`config.mk`:
```
export PLATFORM = sky130hd
export DESIGN_NAME = rgbhsv_front
export DESIGN_NICKNAME = d
export VERILOG_FILES = /design/src/design/rgbhsv_pkg.sv /design/src/design/rgbhsv_front.sv
export SDC_FILE = /design/constraint.sdc
export NUM_CORES = 1
export LEC_CHECK = 0
export ABC_AREA = 1
export BUFFER_PORTS_ARGS = -buffer_cell sky130_fd_sc_hd__buf_2
export CAP_MARGIN = 0
export CORE_MARGIN = 4
export CORE_UTILIZATION = 30
export CTS_BUF_LIST = sky130_fd_sc_hd__clkbuf_4 sky130_fd_sc_hd__clkbuf_8 sky130_fd_sc_hd__clkbuf_16
export CTS_CLUSTER_SIZE = 8
export DETAILED_ROUTE_END_ITERATION = 10
export SLEW_MARGIN = 25
export SYNTH_ARGS = -nofsm -noshare
export SYNTH_HDL_FRONTEND = slang
export SYNTH_SLANG_ARGS = --single-unit
```
`constraint.sdc`:
```
create_clock -name clk_i -period 11.4 [get_ports clk_i]
set_input_delay 2.28 -clock clk_i [delete_from_list [all_inputs] [get_ports clk_i]]
set_output_delay 2.28 -clock clk_i [all_outputs]
set_load 0.05 [all_outputs]
```
`src/design/rgbhsv_pkg.sv`:
```
`default_nettype none
package rgbhsv_pkg;

  localparam int unsigned CompW = 16;
  // Top quotient bit index for the restoring dividers (quotients are QuotW+1 bits).
  localparam int unsigned QuotW = 16;

  typedef logic [CompW-1:0] comp_t;

  // One slot of the divider chain: two independent divisions in flight.
  typedef struct packed {
    logic        vld;
    logic        gray;
    comp_t       bright;
    logic [49:0] sat_rem;
    logic [49:0] sat_div;
    logic [QuotW:0] sat_quo;
    logic [53:0] hue_rem;
    logic [53:0] hue_div;
    logic [QuotW:0] hue_quo;
  } slot_t;

endpackage
`default_nettype wire

```
`src/design/rgbhsv_front.sv`:
```
`default_nettype none
// Max/min/sector pick, then the numerators.
module rgbhsv_front
  import rgbhsv_pkg::*;
#(
  parameter int unsigned ComponentMax = 65535
) (
  input  wire logic  clk_i,
  input  wire logic  rst_ni,
  input  wire logic  en_i,
  input  wire logic  vld_i,
  input  wire comp_t red_i,
  input  wire comp_t green_i,
  input  wire comp_t blue_i,
  output slot_t      slot_o
);

  localparam logic [16:0] Cmax = 17'(ComponentMax);

  comp_t hi, lo, delta, plus, minus;
  logic [2:0] base;
  logic [19:0] num;   // base*delta + plus - minus, <= 6*delta
  logic s0_vld_q;
  comp_t hi_q, delta_q;
  logic [19:0] num_q;
  slot_t slot_d, slot_q;

  always_comb begin
    hi = (red_i > green_i) ? red_i : green_i;
    hi = (hi > blue_i) ? hi : blue_i;
    lo = (red_i < green_i) ? red_i : green_i;
    lo = (lo < blue_i) ? lo : blue_i;
    delta = hi - lo;
    if (red_i == hi) begin
      base = 3'd1; plus = green_i; minus = blue_i;
    end else if (green_i == hi) begin
      base = 3'd3; plus = blue_i; minus = red_i;
    end else begin
      base = 3'd5; plus = red_i; minus = green_i;
    end
    num = 20'(base) * 20'(delta) + 20'(plus) - 20'(minus);
  end

  always_ff @(posedge clk_i or negedge rst_ni) begin
    if (!rst_ni) begin
      s0_vld_q <= 1'b0;
    end else if (en_i) begin
      s0_vld_q <= vld_i;
    end
  end

  always_ff @(posedge clk_i) begin
    if (en_i) begin
      hi_q    <= hi;
      delta_q <= delta;
      num_q   <= num;
    end
  end

  // sat = (2*delta*C + hi) / (2*hi); hue = (2*num*C + 6*delta) / (12*delta)
  always_comb begin
    slot_d = '0;
    slot_d.vld     = s0_vld_q;
    slot_d.gray    = (delta_q == '0);
    slot_d.bright  = hi_q;
    slot_d.sat_rem = 50'({delta_q, 1'b0}) * 50'(Cmax) + 50'(hi_q);
    slot_d.sat_div = 50'({hi_q, 1'b0});
    slot_d.hue_rem = 54'({num_q, 1'b0}) * 54'(Cmax) + 54'(delta_q) * 54'd6;
    slot_d.hue_div = 54'(delta_q) * 54'd12;
  end

  always_ff @(posedge clk_i or negedge rst_ni) begin
    if (!rst_ni) begin
      slot_q <= '0;
    end else if (en_i) begin
      slot_q <= slot_d;
    end
  end

  assign slot_o = slot_q;

endmodule
`default_nettype wire

```
Yosys cells after proc, flatten, opt, wreduce, memory -nomap -nowiden
Cells that the tools add are included.

Bits in registers: 193. Input bits: 52. Output and inout bits: 260. Word-level logic and storage cells: 37.

Add/sub/neg operators: 5. $mul: 5. Order comparisons: 4. Equal/unequal tests: 2. Multiplexer cells: 10. Reduce and logical (&&, ||, !) cells: 1.

Operator list (number): $mux 16 (8); $add 37x19->38 (1); $mul 16x2->18 const B (2); $mul 20x16->36 const B (1); $add 33x16->34 (1); $eq 16x16->1 (2); $gt 16x16->1 (2); $lt 16x16->1 (2); $mul 16x16->32 const B (1); $add 19x16->20 (1); $sub 20x16->20 (1); $mul 3x16->19 (1); $logic_not 16->1 (1); $sub 16x16->16 (1); $mux 3 (2).

Depth between registers and ports, before layout
Depth after elaboration: 10. Mapped depth: 60. Depth with buffers taken out: 58.

Worst setup path before layout
OpenSTA, ideal clock, no wires.

Kind: input to register. Start point: input green_i[15]. End point: register num_q[19], data pin. Library setup time: 252 ps. Data arrival time: 9890 ps. Required time: 11148 ps. Slack: 1258 ps. Cell stages on the path: 48. Cells stage by stage: inv_1 > ha_1 > nand2_1 > nor3_2 > nand2_1 > nand2_2 > clkbuf_1 > buf_1 > nand2_1 > o21ai_0 > ha_1 > a21oi_1 > nor2_1 > a211oi_1 > o221a_2 > nand2_2 > inv_1 > a31oi_1 > [12 not listed] > inv_1 > ha_1 > a21oi_1 > a21boi_0 > o21ai_0 > nand2_1 > nand2_1 > a21oi_1 > o21ai_0 > a21oi_1 > o21bai_1 > a21o_1 > a21oi_1 > o21ai_0 > nand2_1 > nand2_1 > nand2_1 > nand2_1.

Word-level cells in the longest chain between the ends: 10. Elaborated cells on any way between the ends: 20. Classes of those cells: add/sub: 3; mul: 1; order compare: 4; eq/ne: 2; mux: 10.

RTL lines: start, declared (RTL line rgbhsv_front.sv:13) `input wire comp_t green_i,`; branches (longest 9 deep; another with $add 19x16->20); $sub 20x16->20 (*) (RTL line rgbhsv_front.sv:41) `num = 20'(base) * 20'(delta) + 20'(plus) - 20'(minus);`; named net num[19] (RTL line rgbhsv_front.sv:22) `logic [19:0] num;`; end signal, assigned (RTL line rgbhsv_front.sv:56) `num_q <= num;`; end, declared (RTL line rgbhsv_front.sv:25) `logic [19:0] num_q;`.

Mark *: on every way through the listed nets, which the timed path passes. A chain may end at the register's enable or synchronous reset.

Worst setup path in the final report
Start point: input green_i[5]. End point: register num_q[19], data pin.

Same word-level chain as after synthesis.

==> impl.org <==
** Run status
- Status :: complete, no violations

** Logic synthesis
- Register bit total from synthesis :: 159
- Ys Warns :: 0
- Synthesized netlist cell count :: 3,155
- Most frequently used flop master after synthesis :: dfrtp_1
- In this run, distinct cell masters in the synthesized netlist total 53.
- Post-Syn Area per Cell :: 8.38 µm²
- After synthesis, the share of flip-flops with an asynchronous set or reset is 67.3%.
- Sequential elements use 16.0% of the synthesized area.
- Netlist Area Pre-Place :: 26,400 µm²
- In this run, synthesis inferred 52 flip-flops with an integrated enable.

** Setup path
- Maximum cell stage delay along the critical path :: 0.54 ns
- Standard cell with the maximum stage delay on the critical path :: fa_1
- The worst setup path is launched from an input port.
- Critical path required time :: 11.63 ns
- Crit path arrival time :: 10.81 ns
- The critical path is of the in -> reg type.
- Kind of capture point of the worst setup path :: flop
- Highest fanout seen on the critical path :: 15
- For flop-to-flop paths, the worst setup slack is 3.78 ns.
- Most used cell, CP :: nand2_1

** Layout
- Fill cells in the final layout number 9,204.
- Fraction of layout cells with a size suffix above 1 :: 8.96%
- After the last flow step, the layout net total stands at 4,049.
- Relative to the synthesized area, the layout overhead comes to 9.26%.
- Registers take 4240 µm².
- The finished layout holds 4,505 standard cells, fillers aside.
- After routing the design area is 28,900 µm².
- Once layout is complete, the utilization of the core stands at 33.1%.
- In the final layout, the multi-input gates occupy 19,100 µm².

** Clock network
- H-tree level count :: 4
- At the later pin of the worst-skew pair, clock insertion delay measures 0.49 ns.
- The clock drives 159 sinks.
- Clock transition time at the flip-flop clock pins of the worst setup and hold paths :: 0.07 ns
- Total CTS buffers :: 17
- Cts hold-fix bufs :: 0
- Clk root buf :: clkbuf_16
- TritonCTS built the clock tree.
- In this run the deepest clock path goes through 2 buffers.

** Global routing
- Vias in the first global route :: 20.7k
- The number of antenna violations at the first check in global routing is 0.
- Entering global routing, the biggest net connects 68 pins.
- The first global-routing pass estimated 121,000 µm of wire.
- GRT Resource Usage Total :: 16.9%
- Sum of overflow across all layers after global routing :: 0

** Placement
- Final weighted congestion in routability-driven placement :: 0.924
- # placed instances :: 4,470
- The count of buffers added on input and output ports is 174.
- HPWL Detailed :: 67,900 µm
- Summing all placed instances gives a cell area of 28,300 µm².

** STA
- Measured against its own limit, the worst slew margin works out to 44.5%.
- Max-slew violation count :: 0
- Highest attainable clock frequency :: 0.0945 GHz
- Setup total negative slack on the finished layout was measured at 0 ns.
- Final setup viols :: 0
- The final critical path takes up 92.8% of the cycle.
- The clock arrives with 0.0154 ns of skew.
- The smallest clock period supported by the final layout is computed as 10.58 ns.
- Setup repair after global routing left no endpoint under its margin.
- Hold violation total from the final report :: 0
- For the pin with the worst max-slew slack, the measured transition is 0.824 ns.

** Routing
- Number of nets with antenna violations after detailed routing :: 0
- DRT Pass-1 Iters :: 6
- Average wire length per cell after detail routing :: 17.3 µm
- After detailed routing, the total wire length is 77,900 µm.
- After detailed routing, the number of remaining DRC violations is 0.
- Number of design-rule violations left by the first detailed-router iteration :: 1,224
- Across all layers, the routed design uses 20.4k vias.
- Number of vias per cell :: 4.54

** Floorplan
- In this run the horizontal extent of the chip is 305 µm.
- Placement Rows :: 108
- Core Region :: 87,200 µm²
- The die covers 92,900 µm².
- Height of the die :: 305 µm
- 312 I/O pins were placed.
- Initial cell density of the core :: 30.3%

** Run
- Maximum capacitance violations :: 0

** Min path
- The min-delay analysis places its worst path in the category reg -> reg.
## flip-flops by register name, indices dropped and copies added, names as in the netlist
name,flops
delta_q,16
slot_o,106
s0_vld_q,1
hi_q,16
num_q,20
## through the flow
stage / setup slack, ns / hold WS [ns]
final: 0.819 / 0.473
after global routing: 0.00722 / 0.499
after CTS: 0.770 / 0.478
after detailed placement: 0.241 / 0.460
after global placement: 0.269 / 0.454
after floorplan: 1.26 / 0.426
## logic make-up (layout without fill, tap and decap cells)
kind of cell               count (synthesis)  count (layout)  share of synthesized area [%]
DFF                                      159             159                           16.0
AOI/OAI and AO/OA                        488             488                           10.2
and+or+nand+nor                          896             896                           13.8
buffers and inverters                    787             844                           13.7
other                                      1             139                         0.0142
adders and majority gates                662             662                           40.8
xor gates and xnor gates                 162             162                           5.37
## cells in the mapped netlist, types with 2 or more instances
library cell / number / area share, %
nand2_1: 582 / 8.3
inv_1: 579 / 8.2
fa_1: 335 / 25
ha_1: 327 / 15
a21oi_1: 179 / 3.4
o21ai_0: 165 / 3.1
buf_4: 161 / 4.6
nor2_1: 154 / 2.2
xor2_1: 122 / 4.0
dfrtp_1: 107 / 10
nand3_1: 87 / 1.6
edfxtp_1: 52 / 5.9
o21ai_1: 49 / 0.93
xnor2_1: 40 / 1.3
clkbuf_1: 26 / 0.37
nand4_1: 24 / 0.57
nor3_1: 21 / 0.40
o21bai_1: 17 / 0.48
a31oi_1: 16 / 0.38
a21o_1: 10 / 0.28
o21ai_2: 10 / 0.33
o21a_1: 8 / 0.23
buf_6: 7 / 0.30
nand2_2: 6 / 0.14
nor2_2: 6 / 0.14
o31ai_1: 6 / 0.17
buf_1: 5 / 0.071
buf_2: 5 / 0.095
nor4_1: 5 / 0.12
a211oi_1: 4 / 0.11
o2111ai_1: 4 / 0.13
a21boi_0: 3 / 0.085
a31o_2: 3 / 0.099
inv_2: 3 / 0.043
nand3b_1: 3 / 0.085
o221ai_1: 3 / 0.099
a2111oi_0: 2 / 0.066
o211ai_1: 2 / 0.057
or2_1: 2 / 0.047
or2_2: 2 / 0.047
## cell usage in the layout, fill, tap and decap left out, types with 4 or more instances in the layout
cell and n:
clkbuf_16 17, edfxtp_1 52, o21ai_1 50, o21ai_2 10, a21oi_1 179, nor4_1 5
a31oi_1 16, a21o_1 10, o21a_1 8, nand2_1 581, buf_4 55, xor2_1 122
nand4_1 24, nor2_2 6, conb_1 137, nor3_1 21, dfrtp_1 107, nand2_2 7
inv_8 7, o21ai_0 164, buf_2 172, fa_1 335, inv_1 579, o2111ai_1 4
o31ai_1 6, nor2_1 153, ha_1 327, xnor2_1 40, o21bai_1 17, nand3_1 87
a211oi_1 4
## critical path: cells and delay by family
kind	cells	cell delay, ns
buf+inv	7	0.98
fa+ha+maj	8	3.12
xor+xnor	1	0.38
compound gates	16	2.46
simple gates	19	1.56
## layer usage
layer,up-vias,routed length (µm),global-route usage [%]
li1,10100,-,-
met1,9585,37100,23.8
met2,658,32400,25.2
met3,84,5940,4.47
met4,0,2440,5.68
met5,-,0,0
## final timing paths
path / start / to / cells past startpoint
setup / recovery: green_i[5] / num_q[19] / 51
hold / removal: slot_o[21] / slot_o[21] / 2
setup reg to reg: delta_q[11] / slot_o[223] / 25
hold reg to reg: slot_o[21] / slot_o[21] / 2
max in group asynchronous: rst_ni / slot_o[146] / 2
min in group asynchronous: rst_ni / slot_o[26] / 1
## layout make-up
type / count / share of cell area [%]
Sequential cell: 159 / 14.7
Antenna cell: 2 / 0.0173
Inverter: 583 / 7.59
Clock buffer: 19 / 1.57
Clock inverter: 13 / 0.472
Tap cell: 1155 / 5.00
Timing Repair Buffer: 229 / 4.55
Multi-Input combinational cell: 2345 / 66.1
## what timing repair did
item | CTS | global route
setup buffers | 0 | 1
setup endpoints to repair | 0 | 2
gates resized for setup | 0 | 2
Power is left out: the tool's default activity adds up to more than one toggle a clock period on the data nets, which glitch-free logic cannot reach.
