<file path="src/design/rgbhsv_pkg.sv">
`default_nettype none
package rgbhsv_pkg;

  localparam int unsigned CompW = 16;
  // Top quotient bit index for the restoring dividers (quotients are QuotW+1 bits).
  localparam int unsigned QuotW = 16;

  typedef logic [CompW-1:0] comp_t;

  // One slot of the divider chain: two independent divisions in flight.
  typedef struct packed {
    logic        vld;
    logic        gray;
    comp_t       bright;
    logic [49:0] sat_rem;
    logic [49:0] sat_div;
    logic [QuotW:0] sat_quo;
    logic [53:0] hue_rem;
    logic [53:0] hue_div;
    logic [QuotW:0] hue_quo;
  } slot_t;

endpackage
`default_nettype wire

</file>
<file path="src/design/rgbhsv_cell.sv">
`default_nettype none
// One quotient bit of both divisions per cell (restoring, shift-subtract).
module rgbhsv_cell
  import rgbhsv_pkg::*;
#(
  parameter int unsigned Bit = 0
) (
  input  wire logic  clk_i,
  input  wire logic  rst_ni,
  input  wire logic  en_i,
  input  wire slot_t slot_i,
  output slot_t      slot_o
);

  slot_t slot_d, slot_q;
  logic [49:0] sat_try;
  logic [53:0] hue_try;

  always_comb begin
    slot_d = slot_i;
    sat_try = slot_i.sat_div << Bit;
    hue_try = slot_i.hue_div << Bit;
    if (slot_i.sat_rem >= sat_try) begin
      slot_d.sat_rem = slot_i.sat_rem - sat_try;
      slot_d.sat_quo[Bit] = 1'b1;
    end
    if (slot_i.hue_rem >= hue_try) begin
      slot_d.hue_rem = slot_i.hue_rem - hue_try;
      slot_d.hue_quo[Bit] = 1'b1;
    end
  end

  always_ff @(posedge clk_i or negedge rst_ni) begin
    if (!rst_ni) begin
      slot_q <= '0;
    end else if (en_i) begin
      slot_q <= slot_d;
    end
  end

  assign slot_o = slot_q;

endmodule
`default_nettype wire

</file>
<file path="config.mk">
export PLATFORM = sky130hd
export DESIGN_NAME = rgbhsv_cell
export DESIGN_NICKNAME = d
export VERILOG_FILES = /design/src/design/rgbhsv_pkg.sv /design/src/design/rgbhsv_cell.sv
export SDC_FILE = /design/constraint.sdc
export NUM_CORES = 1
export LEC_CHECK = 0
export BUFFER_PORTS_ARGS = -buffer_cell sky130_fd_sc_hd__buf_4
export CORE_AREA = 2 2 204 206
export CTS_BUF_LIST = sky130_fd_sc_hd__clkbuf_16
export DETAILED_ROUTE_END_ITERATION = 12
export DIE_AREA = 0 0 206 208
export PLACE_DENSITY_LB_ADDON = 0.05
export SYNTH_ARGS = -nofsm -noshare
export SYNTH_HDL_FRONTEND = slang
export SYNTH_SLANG_ARGS = --single-unit
</file>
<file path="constraint.sdc">
create_clock -name clk_i -period 0.8 [get_ports clk_i]
set_clock_uncertainty 0.05 [all_clocks]
set_input_delay 0.04 -clock clk_i [delete_from_list [all_inputs] [get_ports clk_i]]
set_output_delay 0.04 -clock clk_i [all_outputs]
set_load 0.05 [all_outputs]
</file>
# Word level (Yosys, flattened, before mapping)

Index checks and enable logic that the tools add are counted.

Input bits: 263
Logic and storage cells: 17
Bits in registers: 260
Output and inout bits: 260

Mux-type cells: 4
$lt $le $gt $ge: 2
$add $sub $neg: 2

Operator list:

| operator             | number |
|---|---|
| 54-bit >= comparator | 1 |
| 54-bit 2-to-1 mux    | 1 |
| 54-bit subtractor    | 1 |
| 50-bit >= comparator | 1 |
| 50-bit 2-to-1 mux    | 1 |
| 50-bit subtractor    | 1 |
| 1-bit 2-to-1 mux     | 2 |

# Logic depth before layout (Yosys ltp)

Gate-level depths: netlist of the first run.

Word-level depth: 2
Gate-level depth with buffers: 15
Depth with buffers taken out: 13

# Worst setup path after synthesis of the first run

No wires, ideal clock.

Kind: input -> register
From: in slot_i[192] in the netlist's numbering
To: reg slot_q, in the netlist slot_o[205]
Data required time: 613 ps
Library setup time: 137 ps
Arrival time: 2502 ps
Stages on the path: 15
Slack: -1889 ps
Path through: inv_1 > ha_1 > fa_1 > and2b_1 > o21ai_1 > a211oi_1 > o21ai_1 > nand3_1 > a41oi_2 > o21a_1 > buf_2 > buf_4 > buf_4 > a21oi_1 > a21oi_1

Cells in the longest elaborated chain, start to end: 2
Elaborated cells between the ends (all ways): 3
Those cells by class: add/sub: 1; order compare: 1; mux: 1

RTL lines:

| element                                                          | RTL line                             | source |
|---|---|---|
| start: declaration                                               | rgbhsv_cell.sv:11                    | `input wire slot_t slot_i,` |
| 50-bit subtractor / 50-bit >= comparator (equally long branches) | rgbhsv_cell.sv:24, rgbhsv_cell.sv:23 |  |
| 50-bit 2-to-1 mux *                                              | rgbhsv_cell.sv:23                    | `if (slot_i.sat_rem >= sat_try) begin` |
| end signal: assignment                                           | rgbhsv_cell.sv:37                    | `slot_q <= slot_d;` |
| end: declaration                                                 | rgbhsv_cell.sv:15                    | `slot_t slot_d, slot_q;` |

Every way passes the cells marked *; elsewhere a longest branch is shown, timed or not.
A chain may end at the register's enable or synchronous reset.

# Worst setup path in the final report of the first run

From: in slot_i[38] in the netlist's numbering
To: reg slot_q, in the netlist slot_o[82]

Cells in the longest elaborated chain, start to end: 2

RTL lines:

| element              | RTL line          | source |
|---|---|---|
| 54-bit >= comparator | rgbhsv_cell.sv:27 | `if (slot_i.hue_rem >= hue_try) begin` |
| 54-bit 2-to-1 mux    | rgbhsv_cell.sv:27 |  |

No other way between the ends.

==> summary.txt, run 1 <==
SETUP PATH
------------------------------------------------------------------------------------
Cell with the biggest individual delay on the critical path             sky130_fd_sc_hd__a21oi_2
Worst reg2reg setup slack                                                   -0.36 ns
Most repeated library cell on the critical path                         sky130_fd_sc_hd__a21oi_2
Crit Path Category                                                         in -> reg
Critical path buffers and inverters                                                5
Worst Setup Start Kind                                                    input port
Worst Setup End Kind                                                       flip-flop
Arrival time worst endpoint                                                  2.84 ns
Maximum single-stage delay on the critical path                              0.40 ns
Critical path, cell by cell                                             buf_4, inv_1, ha_1, a21oi_2, o21ai_0, a21oi_2, o221ai_4, a21oi_4, o21ai_4, o31ai_4, buf_6, buf_12, buf_8, a21oi_4, a21oi_2
Worst reg2reg path endpoint                                               slot_o[82]
Critical R2R Launch                                                       slot_o[82]
Depth of the most critical reg-to-reg path                                         3
Depth of the critical timing path with buffers and inverters included             15
CP delay by family, top                                                 compound AO/OA/AOI/OAI gates
Highest fanout seen on the critical path                                           8
Required time at the endpoint of the critical path                           1.20 ns

PLACE
------------------------------------------------------------------------------------
Count of buffers inserted at the top-level ports                                 522
Pre-CTS worst setup slack                                                   -2.09 ns
Standard cell area after detailed placement                               26400 um^2
Cell count after placement                                                      3381
Gpl congestion                                                                 0.978
DPL Wire Length                                                             52100 um

LAYOUT
------------------------------------------------------------------------------------
Post-route cell area                                                      35400 um^2
Net total in the final layout                                                   3666
Non-Filler Instances                                                            3862
Sequential cell area                                                       6700 um^2
Area growth, synth to finish                                                    107%
Utilization after layout                                                       87.3%
Largest register FFs                                                             260
Area used by multi-input combinational logic                              12500 um^2
Share of post-route cells with drive strength above 1                          59.7%
FILL cells                                                                      1870

SYNTH
------------------------------------------------------------------------------------
Number of enable flip-flop cells after synthesis                                   0
Distinct cells, synth                                                             76
Count of synthesis-stage warnings from yosys                                       0
Sequential share of the synthesized area                                       38.0%
Share of flip-flops with an asynchronous set or reset                           100%
Leading post-synthesis cells by cell area                               sky130_fd_sc_hd__dfrtp_1, sky130_fd_sc_hd__mux2_2, sky130_fd_sc_hd__a21oi_1, sky130_fd_sc_hd__ha_1, sky130_fd_sc_hd__nor2_1
Dominant combinational cell family by area after synthesis              compound AO/OA/AOI/OAI gates
Area share of the leading cell type in the synthesized netlist                 38.0%
Simple-gate share of the synthesized area                                      11.9%
Yosys top cell by area                                                  sky130_fd_sc_hd__dfrtp_1
Average cell area after synthesis                                          9.10 um^2
Net count after synthesis                                                       2251
Dominant register cell in the synthesized netlist                       sky130_fd_sc_hd__dfrtp_1
Synth Instances                                                                 1882
Post-Synth XOR/XNOR Area                                                       4.55%
Cell area after synthesis                                                 17100 um^2
Post-synthesis compound-gate area fraction                                     19.6%
Multiplexer share of the synthesized area                                      12.3%
Adder and majority cell fraction of the synthesized area                       7.83%
Yosys reg bits                                                                   260

DETAILED ROUTING
------------------------------------------------------------------------------------
Mean number of vias per cell                                                    5.71
Vias post-DR                                                                   22.1k
Total Routed Length                                                         96400 um
Average wire length per cell after detail routing                            25.0 um
DRC violation count after routing                                                  0
Drt first pass iters                                                               9
Routed Antenna Nets                                                                0
Violation count after the first detailed-route iteration                        2047

STA
------------------------------------------------------------------------------------
Fin. Hold Viols                                                                   40
Tightest Pin Transition                                                     0.728 ns
Final sum of negative setup slack                                         -275.65 ns
Total count of max-transition violations in the final report                       0
Post-route clock period utilization                                             305%
Final worst hold slack                                                     -0.339 ns
Fmax                                                                         409 MHz
Unrepaired setup endpoints after global routing                                  yes
Number of setup violations in the final report                                   520
Clock period minus final worst setup slack                                   2.44 ns
Max transition margin                                                          51.3%
Slack of the critical path                                                  -1.64 ns

DIE
------------------------------------------------------------------------------------
Floorplan die area                                                        42800 um^2
Core region area                                                          40600 um^2
Number of top-level design ports                                                 523
Initial Util                                                                   42.2%
Vertical die dimension                                                        208 um
Number of placement rows                                                          74
Die width                                                                     206 um

WORST HOLD PATH
------------------------------------------------------------------------------------
Type of the worst min-delay path                                           in -> reg
Source of the worst hold timing path                                      slot_i[17]
Worst min-delay path endpoint                                             slot_o[17]
Hold Path Cell Cnt                                                                 2

GLOBAL ROUTING
------------------------------------------------------------------------------------
Global-route wire length before repair                                     125000 um
Via count of the first global-routing pass                                     22.2k
Overflow after GRT                                                                 0
Global router's overall resource usage                                         37.3%
Layer carrying the most global-route usage                                      met2
Maximum number of pins on one net before global-route repair                      47
Global routing usage on met2                                                   64.1%
Number of antenna violations at the first check in global routing                 16
GR met3 Demand/Resource                                                        8.98%
Met1 global-route usage                                                        43.5%

CLOCKING
------------------------------------------------------------------------------------
TritonCTS Buffers                                                                 30
Clock-pin slew on the worst setup and hold paths                             0.07 ns
CTS sink count                                                                   260
Worst-Skew Late Latency                                                      0.60 ns
CTS H-tree depth                                                                   1
Clock buffer depth                                                                 3
CTS Root Buffer Type                                                    sky130_fd_sc_hd__clkbuf_16
Clock tree from TritonCTS                                                       done

POWER
------------------------------------------------------------------------------------
Leakage power                                                                16.5 nW
Max IR drop VDD                                                              1.92 mV
Power per Cell Area                                                     1820 nW/um^2
Final Power                                                                  64.3 mW

OUTCOME
------------------------------------------------------------------------------------
Status                                                                  finished with violations
Violated checks                                                         hold timing, setup timing

JOB
------------------------------------------------------------------------------------
Max-cap violations                                                                 0

## cell usage in the layout, fill, tap and decap left out, types with 12 or more instances in the layout
master                          count
sky130_fd_sc_hd__dfrtp_1          108
sky130_fd_sc_hd__mux2_4            57
sky130_fd_sc_hd__nand2_1           65
sky130_fd_sc_hd__mux2_2            99
sky130_fd_sc_hd__buf_4            808
sky130_fd_sc_hd__o21ai_1           24
sky130_fd_sc_hd__nor2_1           134
sky130_fd_sc_hd__nor2_4            46
sky130_fd_sc_hd__buf_8             68
sky130_fd_sc_hd__o21ai_0           31
sky130_fd_sc_hd__xor2_1            26
sky130_fd_sc_hd__a21oi_1          134
sky130_fd_sc_hd__buf_12            36
sky130_fd_sc_hd__buf_6            301
sky130_fd_sc_hd__a21o_1            71
sky130_fd_sc_hd__o21ai_2           19
sky130_fd_sc_hd__nor2_2            14
sky130_fd_sc_hd__inv_1            129
sky130_fd_sc_hd__o21bai_1          19
sky130_fd_sc_hd__inv_2             12
sky130_fd_sc_hd__and3_1            12
sky130_fd_sc_hd__a21oi_4           19
sky130_fd_sc_hd__a31oi_1           16
sky130_fd_sc_hd__dlygate4sd3_1    262
sky130_fd_sc_hd__xnor2_1           49
sky130_fd_sc_hd__clkbuf_16         33
sky130_fd_sc_hd__nand4_1           35
sky130_fd_sc_hd__a21oi_2          114
sky130_fd_sc_hd__mux2i_1           27
sky130_fd_sc_hd__ha_4              39
sky130_fd_sc_hd__o21a_1            13
sky130_fd_sc_hd__nand3_1           25
sky130_fd_sc_hd__dfrtp_2          152
sky130_fd_sc_hd__nor3_1            20
sky130_fd_sc_hd__ha_1              63
## cells by family (layout without fill, tap and decap cells)
group           Yosys count  in the layout
simple gates            443            444
mux                     191            191
other cells               0             11
xor+xnor                 89             89
buf+inv                 244           1679
flops                   260            260
compound gates          549            550
fa+ha+maj               106            106
## layer usage
layer / routed length (um) / vias up
li1: - / 9505
met1: 34300 / 10700
met2: 45200 / 1343
met5: 71 / -
met4: 6780 / 10
met3: 10000 / 486
## power breakdown
| group | total [mW] | switching, mW | internal, mW |
|---|---|---|---|
| sequential | 16.6 | 1.61 | 15.0 |
| combinational | 33.8 | 18.3 | 15.5 |
| clock | 13.9 | 6.33 | 7.58 |
## worst max-delay path by stage
| stage | slack, ns | to | startpoint |
|---|---|---|---|
| after floorplan | -1.60 | slot_o[205] | slot_i[192] |
| after global placement | -2.07 | slot_o[118] | slot_i[73] |
| after detailed placement | -2.09 | slot_o[118] | slot_i[19] |
| after CTS | -1.32 | slot_o[224] | slot_i[142] |
| after global routing | -1.77 | slot_o[89] | slot_i[72] |
| final | -1.64 | slot_o[82] | slot_i[38] |
## cells in the mapped netlist (4+ instances only)
| cell type | count |
|---|---|
| sky130_fd_sc_hd__inv_1 | 141 |
| sky130_fd_sc_hd__and4_1 | 4 |
| sky130_fd_sc_hd__a211oi_1 | 6 |
| sky130_fd_sc_hd__clkbuf_1 | 59 |
| sky130_fd_sc_hd__nor4_1 | 6 |
| sky130_fd_sc_hd__nand3_1 | 32 |
| sky130_fd_sc_hd__nand2_1 | 77 |
| sky130_fd_sc_hd__buf_4 | 5 |
| sky130_fd_sc_hd__o21ai_0 | 49 |
| sky130_fd_sc_hd__nor3_1 | 31 |
| sky130_fd_sc_hd__xnor2_1 | 60 |
| sky130_fd_sc_hd__xor2_1 | 29 |
| sky130_fd_sc_hd__and3_1 | 20 |
| sky130_fd_sc_hd__nand4_1 | 35 |
| sky130_fd_sc_hd__nor2b_1 | 11 |
| sky130_fd_sc_hd__and2_1 | 7 |
| sky130_fd_sc_hd__nor2_1 | 194 |
| sky130_fd_sc_hd__mux2i_1 | 35 |
| sky130_fd_sc_hd__o221ai_1 | 6 |
| sky130_fd_sc_hd__o211ai_1 | 5 |
| sky130_fd_sc_hd__o21bai_1 | 20 |
| sky130_fd_sc_hd__nand2b_1 | 12 |
| sky130_fd_sc_hd__mux2_2 | 156 |
| sky130_fd_sc_hd__ha_1 | 104 |
| sky130_fd_sc_hd__a21o_1 | 71 |
| sky130_fd_sc_hd__a31oi_1 | 29 |
| sky130_fd_sc_hd__dfrtp_1 | 260 |
| sky130_fd_sc_hd__o21a_1 | 14 |
| sky130_fd_sc_hd__o21ai_1 | 28 |
| sky130_fd_sc_hd__a21oi_1 | 265 |
| sky130_fd_sc_hd__buf_2 | 34 |
| sky130_fd_sc_hd__a21boi_0 | 5 |
## worst register-to-register path, cell delays in order (launching register included)
cell	delay (ns)
sky130_fd_sc_hd__dfrtp_1	0.40
sky130_fd_sc_hd__buf_4	0.14
sky130_fd_sc_hd__nor2_1	0.06
sky130_fd_sc_hd__a21oi_2	0.36
## timing repair
item | CTS | global route
endpoints found under the setup margin | 519 | 520
hold buffers | 258 | 5
pin swaps | 126 | 151
cloned | 14 | 2
gates resized for setup | 653 | 332
buffers inserted | 78 | 77
endpoints found under the hold margin | 520 | 34
## cell type report
cell class / instances / area share (%)
clock inverters: 23 / 0.431
well taps: 532 / 1.88
clock buffers: 31 / 2.19
multi-input cells: 1380 / 35.3
repair buffers: 1484 / 39.7
flip-flops and latches: 260 / 18.9
diodes: 11 / 0.0777
inverters: 141 / 1.59
Power figures use the tool's default switching activity.
==> inputs of run 2 (changes only) <==
Settings changed: ABC_AREA set to 1, CORE_AREA 2 2 204 206 to not set, CORE_ASPECT_RATIO set to 0.75, CORE_MARGIN set to 2, CORE_UTILIZATION set to 50, DIE_AREA 0 0 206 208 to not set, SLEW_MARGIN set to 10.
==> run 2 against run 1 <==
Net effect:
- the flow now stops in global routing (5_1_grt)
- synthesized area increased by 21%
- synthesized cell count increased by 82%
==> summary.txt, run 2 <==
SYNTH
-----------------------------------------------------------------------------
Area share of the leading cell type in the synthesized netlist          31.3%
Cell with the most instances after synthesis                     sky130_fd_sc_hd__nand2_1
Yosys top cell by area                                           sky130_fd_sc_hd__dfrtp_1
Dominant register cell in the synthesized netlist                sky130_fd_sc_hd__dfrtp_1
Number of enable flip-flop cells after synthesis                            0
Yosys reg bits                                                            260
Cell area after synthesis                                          20800 um^2
Sequential share of the synthesized area                                31.3%
Count of synthesis-stage warnings from yosys                                0
Leading post-synthesis cells by cell area                        sky130_fd_sc_hd__dfrtp_1, sky130_fd_sc_hd__nand2_1, sky130_fd_sc_hd__inv_1, sky130_fd_sc_hd__ha_1, sky130_fd_sc_hd__nand3_1
Average cell area after synthesis                                   6.06 um^2
Top post-synthesis cells by count                                sky130_fd_sc_hd__nand2_1, sky130_fd_sc_hd__inv_1, sky130_fd_sc_hd__dfrtp_1, sky130_fd_sc_hd__nand3_1, sky130_fd_sc_hd__nor2_1
Net count after synthesis                                                3797
Synth Instances                                                          3428
Distinct cells, synth                                                      41
Share of flip-flops with an asynchronous set or reset                    100%

GLOBAL ROUTING
-----------------------------------------------------------------------------
Maximum number of pins on one net before global-route repair               72

OUTCOME
-----------------------------------------------------------------------------
Error that stopped the run                                       [ERROR DPL-0038] Utilization greater than 100%, impossible to legalize
Last stage reached                                               global routing (5_1_grt)
Status                                                           stopped before the end

PLACE
-----------------------------------------------------------------------------
Count of buffers inserted at the top-level ports                          522
Gpl congestion                                                           1.06
DPL Wire Length                                                      75400 um
Cell count after placement                                               4927

CLOCKING
-----------------------------------------------------------------------------
Clock buffer depth                                                          3
TritonCTS Buffers                                                          27
CTS H-tree depth                                                            1
CTS sink count                                                            260
CTS Root Buffer Type                                             sky130_fd_sc_hd__clkbuf_16

DIE
-----------------------------------------------------------------------------
Vertical die dimension                                                 181 um
Number of top-level design ports                                          523
Die width                                                              239 um
Number of placement rows                                                   64
Initial Util                                                            50.8%

STA
-----------------------------------------------------------------------------
Worst endpoint type                                              register input
Worst setup endpoint GRT                                         slot_o[104]$_DFFE_PN0P_/D

## run 2: changes by cell type after synthesis, sizes merged, moves of 50 or more
cell,previous run,this run
mux2,156,0
inv,141,696
o21ai,79,129
nand3,32,248
a21oi,267,73
a21o,71,2
nand2,77,1442
## run 2: kinds of logic after synthesis
group / count (synthesis) / share of synthesized area, %
adders and majority gates: 106 / 6.45
and+or+nand+nor: 2002 / 39.7
AOI/OAI and AO/OA: 218 / 5.54
xor gates and xnor gates: 51 / 2.15
DFF: 260 / 31.3
buffers and inverters: 791 / 14.8
## run 2: metrics by stage
| step | hold WS [ns] | setup TNS, ns | worst slack [ns] | cell area (um^2) |
|---|---|---|---|---|
| after floorplan | -0.306 | -100.78 | -0.922 | 22900 |
| after global placement | -0.0815 | -164.05 | -1.53 | 30900 |
| after detailed placement | -0.0809 | -178.52 | -1.54 | 30900 |
| after CTS | -0.320 | -194.27 | -0.703 | 36300 |
## run 2: repair_timing
| item | 4_1_cts |
|---|---|
| pin swaps | 77 |
| hold buffers | 255 |
| setup buffers | 36 |
| hold endpoints to repair | 520 |
| resized for setup | 397 |
| cloned | 11 |
| setup endpoints to repair | 366 |
==> inputs of run 3 (changes only) <==
Settings changed: CORE_ASPECT_RATIO 0.75 to not set, CORE_UTILIZATION 50 to 40, CTS_BUF_LIST sky130_fd_sc_hd__clkbuf_16 to not set, PLACE_DENSITY_LB_ADDON 0.05 to 0.15.
Clock period 0.8 ns to 1 ns, I/O delays scaled along.
==> run 3 against run 2 <==
Net effect:
- the flow now finishes, with violations (hold timing, setup timing)
- synthesized area stayed put
- synthesized cell count stayed put
==> summary.txt, run 3 <==
OUTCOME
--------------------------------------------------------------------------------
Status                                                              finished with violations
Violated checks                                                     hold timing, setup timing

SETUP PATH
--------------------------------------------------------------------------------
Cell with the biggest individual delay on the critical path         sky130_fd_sc_hd__ha_4
Highest fanout seen on the critical path                                       7
Worst Setup End Kind                                                   flip-flop
Required time at the endpoint of the critical path                       1.48 ns
Most repeated library cell on the critical path                     sky130_fd_sc_hd__nand2_2
Crit Path Category                                                     in -> reg
Critical path, cell by cell                                         buf_4, clkinvlp_4, ha_4, nand2_2, buf_4, nor2_4, nand2_1, nand3_2, nand2_1, nand2_2, nand2_4, buf_6, buf_12, buf_16, nand4_1, nand3_2, nand2_2
Critical path buffers and inverters                                            6
Arrival time worst endpoint                                              2.20 ns
CP delay by family, top                                             simple AND/OR/NAND/NOR gates
Worst Setup Start Kind                                                input port
Maximum single-stage delay on the critical path                          0.35 ns

LAYOUT
--------------------------------------------------------------------------------
Largest register FFs                                                         260
Area used by multi-input combinational logic                          14600 um^2
Sequential cell area                                                   6510 um^2
Net total in the final layout                                               5192
Non-Filler Instances                                                        5534
FILL cells                                                                  3678
Area growth, synth to finish                                               88.9%
Most common cell after layout, fill and taps aside                  sky130_fd_sc_hd__nand2_1
Most frequent cells in the layout                                   sky130_fd_sc_hd__nand2_1, sky130_fd_sc_hd__buf_4, sky130_fd_sc_hd__inv_1, sky130_fd_sc_hd__buf_6, sky130_fd_sc_hd__dlygate4sd3_1
Share of post-route cells with drive strength above 1                      39.3%

STA
--------------------------------------------------------------------------------
Final worst hold slack                                                 -0.290 ns
Fin. Hold Viols                                                               34
Tightest Pin Transition                                                 0.696 ns
Number of setup violations in the final report                               372
Clock period minus final worst setup slack                               1.72 ns
Max transition margin                                                      53.6%
Unrepaired setup endpoints after global routing                              yes
Slack of the critical path                                             -0.715 ns
Final sum of negative setup slack                                     -128.20 ns
Total count of max-transition violations in the final report                   0
Fmax                                                                     583 MHz
Post-route clock period utilization                                         172%

GLOBAL ROUTING
--------------------------------------------------------------------------------
Maximum number of pins on one net before global-route repair                  78
Number of antenna violations at the first check in global routing             11
Global router's overall resource usage                                     36.1%
Global-route wire length before repair                                 151000 um
Via count of the first global-routing pass                                 26.7k
Overflow after GRT                                                             0

DIE
--------------------------------------------------------------------------------
Initial Util                                                               40.5%
Die width                                                                 232 um
Core region area                                                      51300 um^2
Floorplan die area                                                    53800 um^2
Vertical die dimension                                                    232 um
Number of placement rows                                                      83
Number of top-level design ports                                             523

JOB
--------------------------------------------------------------------------------
Max-cap violations                                                             0

CLOCKING
--------------------------------------------------------------------------------
Worst-Skew Late Latency                                                  0.61 ns
CTS sink count                                                               260
CTS Root Buffer Type                                                sky130_fd_sc_hd__clkbuf_16
TritonCTS Buffers                                                             30
Clock buffer depth                                                             3
Clock-pin slew on the worst setup and hold paths                         0.07 ns
CTS H-tree depth                                                               1
Clock tree from TritonCTS                                                   done

DETAILED ROUTING
--------------------------------------------------------------------------------
DRC violation count after routing                                              0
Average wire length per cell after detail routing                        19.8 um
Vias post-DR                                                               28.1k
Violation count after the first detailed-route iteration                    2515
Drt first pass iters                                                           7
Mean number of vias per cell                                                5.08
Total Routed Length                                                    110000 um
Routed Antenna Nets                                                            0

SYNTH
--------------------------------------------------------------------------------
Share of flip-flops with an asynchronous set or reset                       100%
Cell with the most instances after synthesis                        sky130_fd_sc_hd__nand2_1
Leading post-synthesis cells by cell area                           sky130_fd_sc_hd__dfrtp_1, sky130_fd_sc_hd__nand2_1, sky130_fd_sc_hd__inv_1, sky130_fd_sc_hd__ha_1, sky130_fd_sc_hd__nand3_1
Top post-synthesis cells by count                                   sky130_fd_sc_hd__nand2_1, sky130_fd_sc_hd__inv_1, sky130_fd_sc_hd__dfrtp_1, sky130_fd_sc_hd__nand3_1, sky130_fd_sc_hd__nor2_1
Sequential share of the synthesized area                                   31.3%
Number of enable flip-flop cells after synthesis                               0
Dominant register cell in the synthesized netlist                   sky130_fd_sc_hd__dfrtp_1
Yosys reg bits                                                               260
Average cell area after synthesis                                      6.06 um^2
Count of synthesis-stage warnings from yosys                                   0
Yosys top cell by area                                              sky130_fd_sc_hd__dfrtp_1
Net count after synthesis                                                   3797
Area share of the leading cell type in the synthesized netlist             31.3%
Cell area after synthesis                                             20800 um^2
Synth Instances                                                             3428
Distinct cells, synth                                                         41

WORST HOLD PATH
--------------------------------------------------------------------------------
Type of the worst min-delay path                                       in -> reg

PLACE
--------------------------------------------------------------------------------
Count of buffers inserted at the top-level ports                             522
DPL Wire Length                                                         70500 um
Gpl congestion                                                             0.990
Cell count after placement                                                  4989

POWER
--------------------------------------------------------------------------------
Max IR drop VDD                                                          1.64 mV
Internal power component                                                 29.9 mW
Combinational share of power                                               51.2%
Final Power                                                              51.0 mW
Portion of total power attributed to the clock network                     23.4%
Switching Fraction                                                         41.5%
Power per Cell Area                                                 1300 nW/um^2
Sequential share of power                                                  25.4%
Leakage power                                                            21.2 nW
Net Switching                                                            21.2 mW

## run 3: power groups by stage
stage          combinational (mW)  clock, mW  sequential [mW]
3_3_place_gp                 19.9          0             12.7
5_1_grt                      27.5       12.5             13.0
3_5_place_dp                 20.0          0             12.7
4_1_cts                      23.3       11.8             12.8
2_1_floorplan                7.40          0             17.2
6_report                     26.1       11.9             13.0
## run 3: metrics by stage
step | hold WS, ns | utilization [%] | setup slack [ns] | instance area (um^2)
6_report | -0.290 | 76.5 | -0.715 | 39300
5_1_grt | -0.276 | 76.5 | -0.767 | 39200
4_1_cts | -0.337 | 72.5 | -0.538 | 37200
3_5_place_dp | -0.175 | 59.5 | -1.34 | 30500
3_3_place_gp | -0.181 | 59.5 | -1.29 | 30500
2_1_floorplan | -0.296 | - | -0.732 | 22600
## run 3: metal layers
metal / track usage [%] / up-vias / share of wire [%]
met3: 6.36 / 350 / 9.2
met1: 47.6 / 13200 / 41
li1: - / 13200 / -
met5: 0 / - / 0.012
met2: 58.7 / 1408 / 45
met4: 14.5 / 2 / 5.3
## run 3: layout make-up
cell class	count	share of cell area, %
multi-input cells	2379	37.2
repair buffers	1454	34.3
flip-flops and latches	260	16.6
inverters	698	7.05
clock buffers	42	2.29
well taps	680	2.17
clock inverters	12	0.360
diodes	9	0.0574
## run 3: kinds of logic after synthesis
logic type | Yosys count | synth area share [%]
buf+inv | 791 | 14.8
flops | 260 | 31.3
xor+xnor | 51 | 2.15
simple gates | 2002 | 39.7
fa+ha+maj | 106 | 6.45
compound gates | 218 | 5.54
## run 3: path summary, 6_finish.rpt
check / end / slack (ns) / from / cells after the start
min reg2reg: slot_o[5] / 0.45 / slot_o[5] / 2
max: slot_o[197] / -0.72 / slot_i[151] / 17
min: slot_o[71] / -0.29 / slot_i[71] / 3
min in group asynchronous: slot_o[113] / 0 / rst_ni / 3
max reg2reg: slot_o[162] / -0.08 / slot_o[162] / 4
max in group asynchronous: slot_o[9] / 0.07 / rst_ni / 5
## run 3: what timing repair did
action	in CTS	in global routing
buffers inserted	82	106
hold endpoints to repair	520	33
gates cloned	9	12
hold buffers	274	3
gates resized for setup	518	317
pin swaps	89	140
setup endpoints to repair	366	611
## run 3: worst register-to-register path: cells and delay by family, from the launching register on
| family | cells | cell delay (ns) |
|---|---|---|
| flops | 1 | 0.41 |
| buf+inv | 2 | 0.29 |
| compound gates | 1 | 0.13 |
| simple gates | 1 | 0.07 |
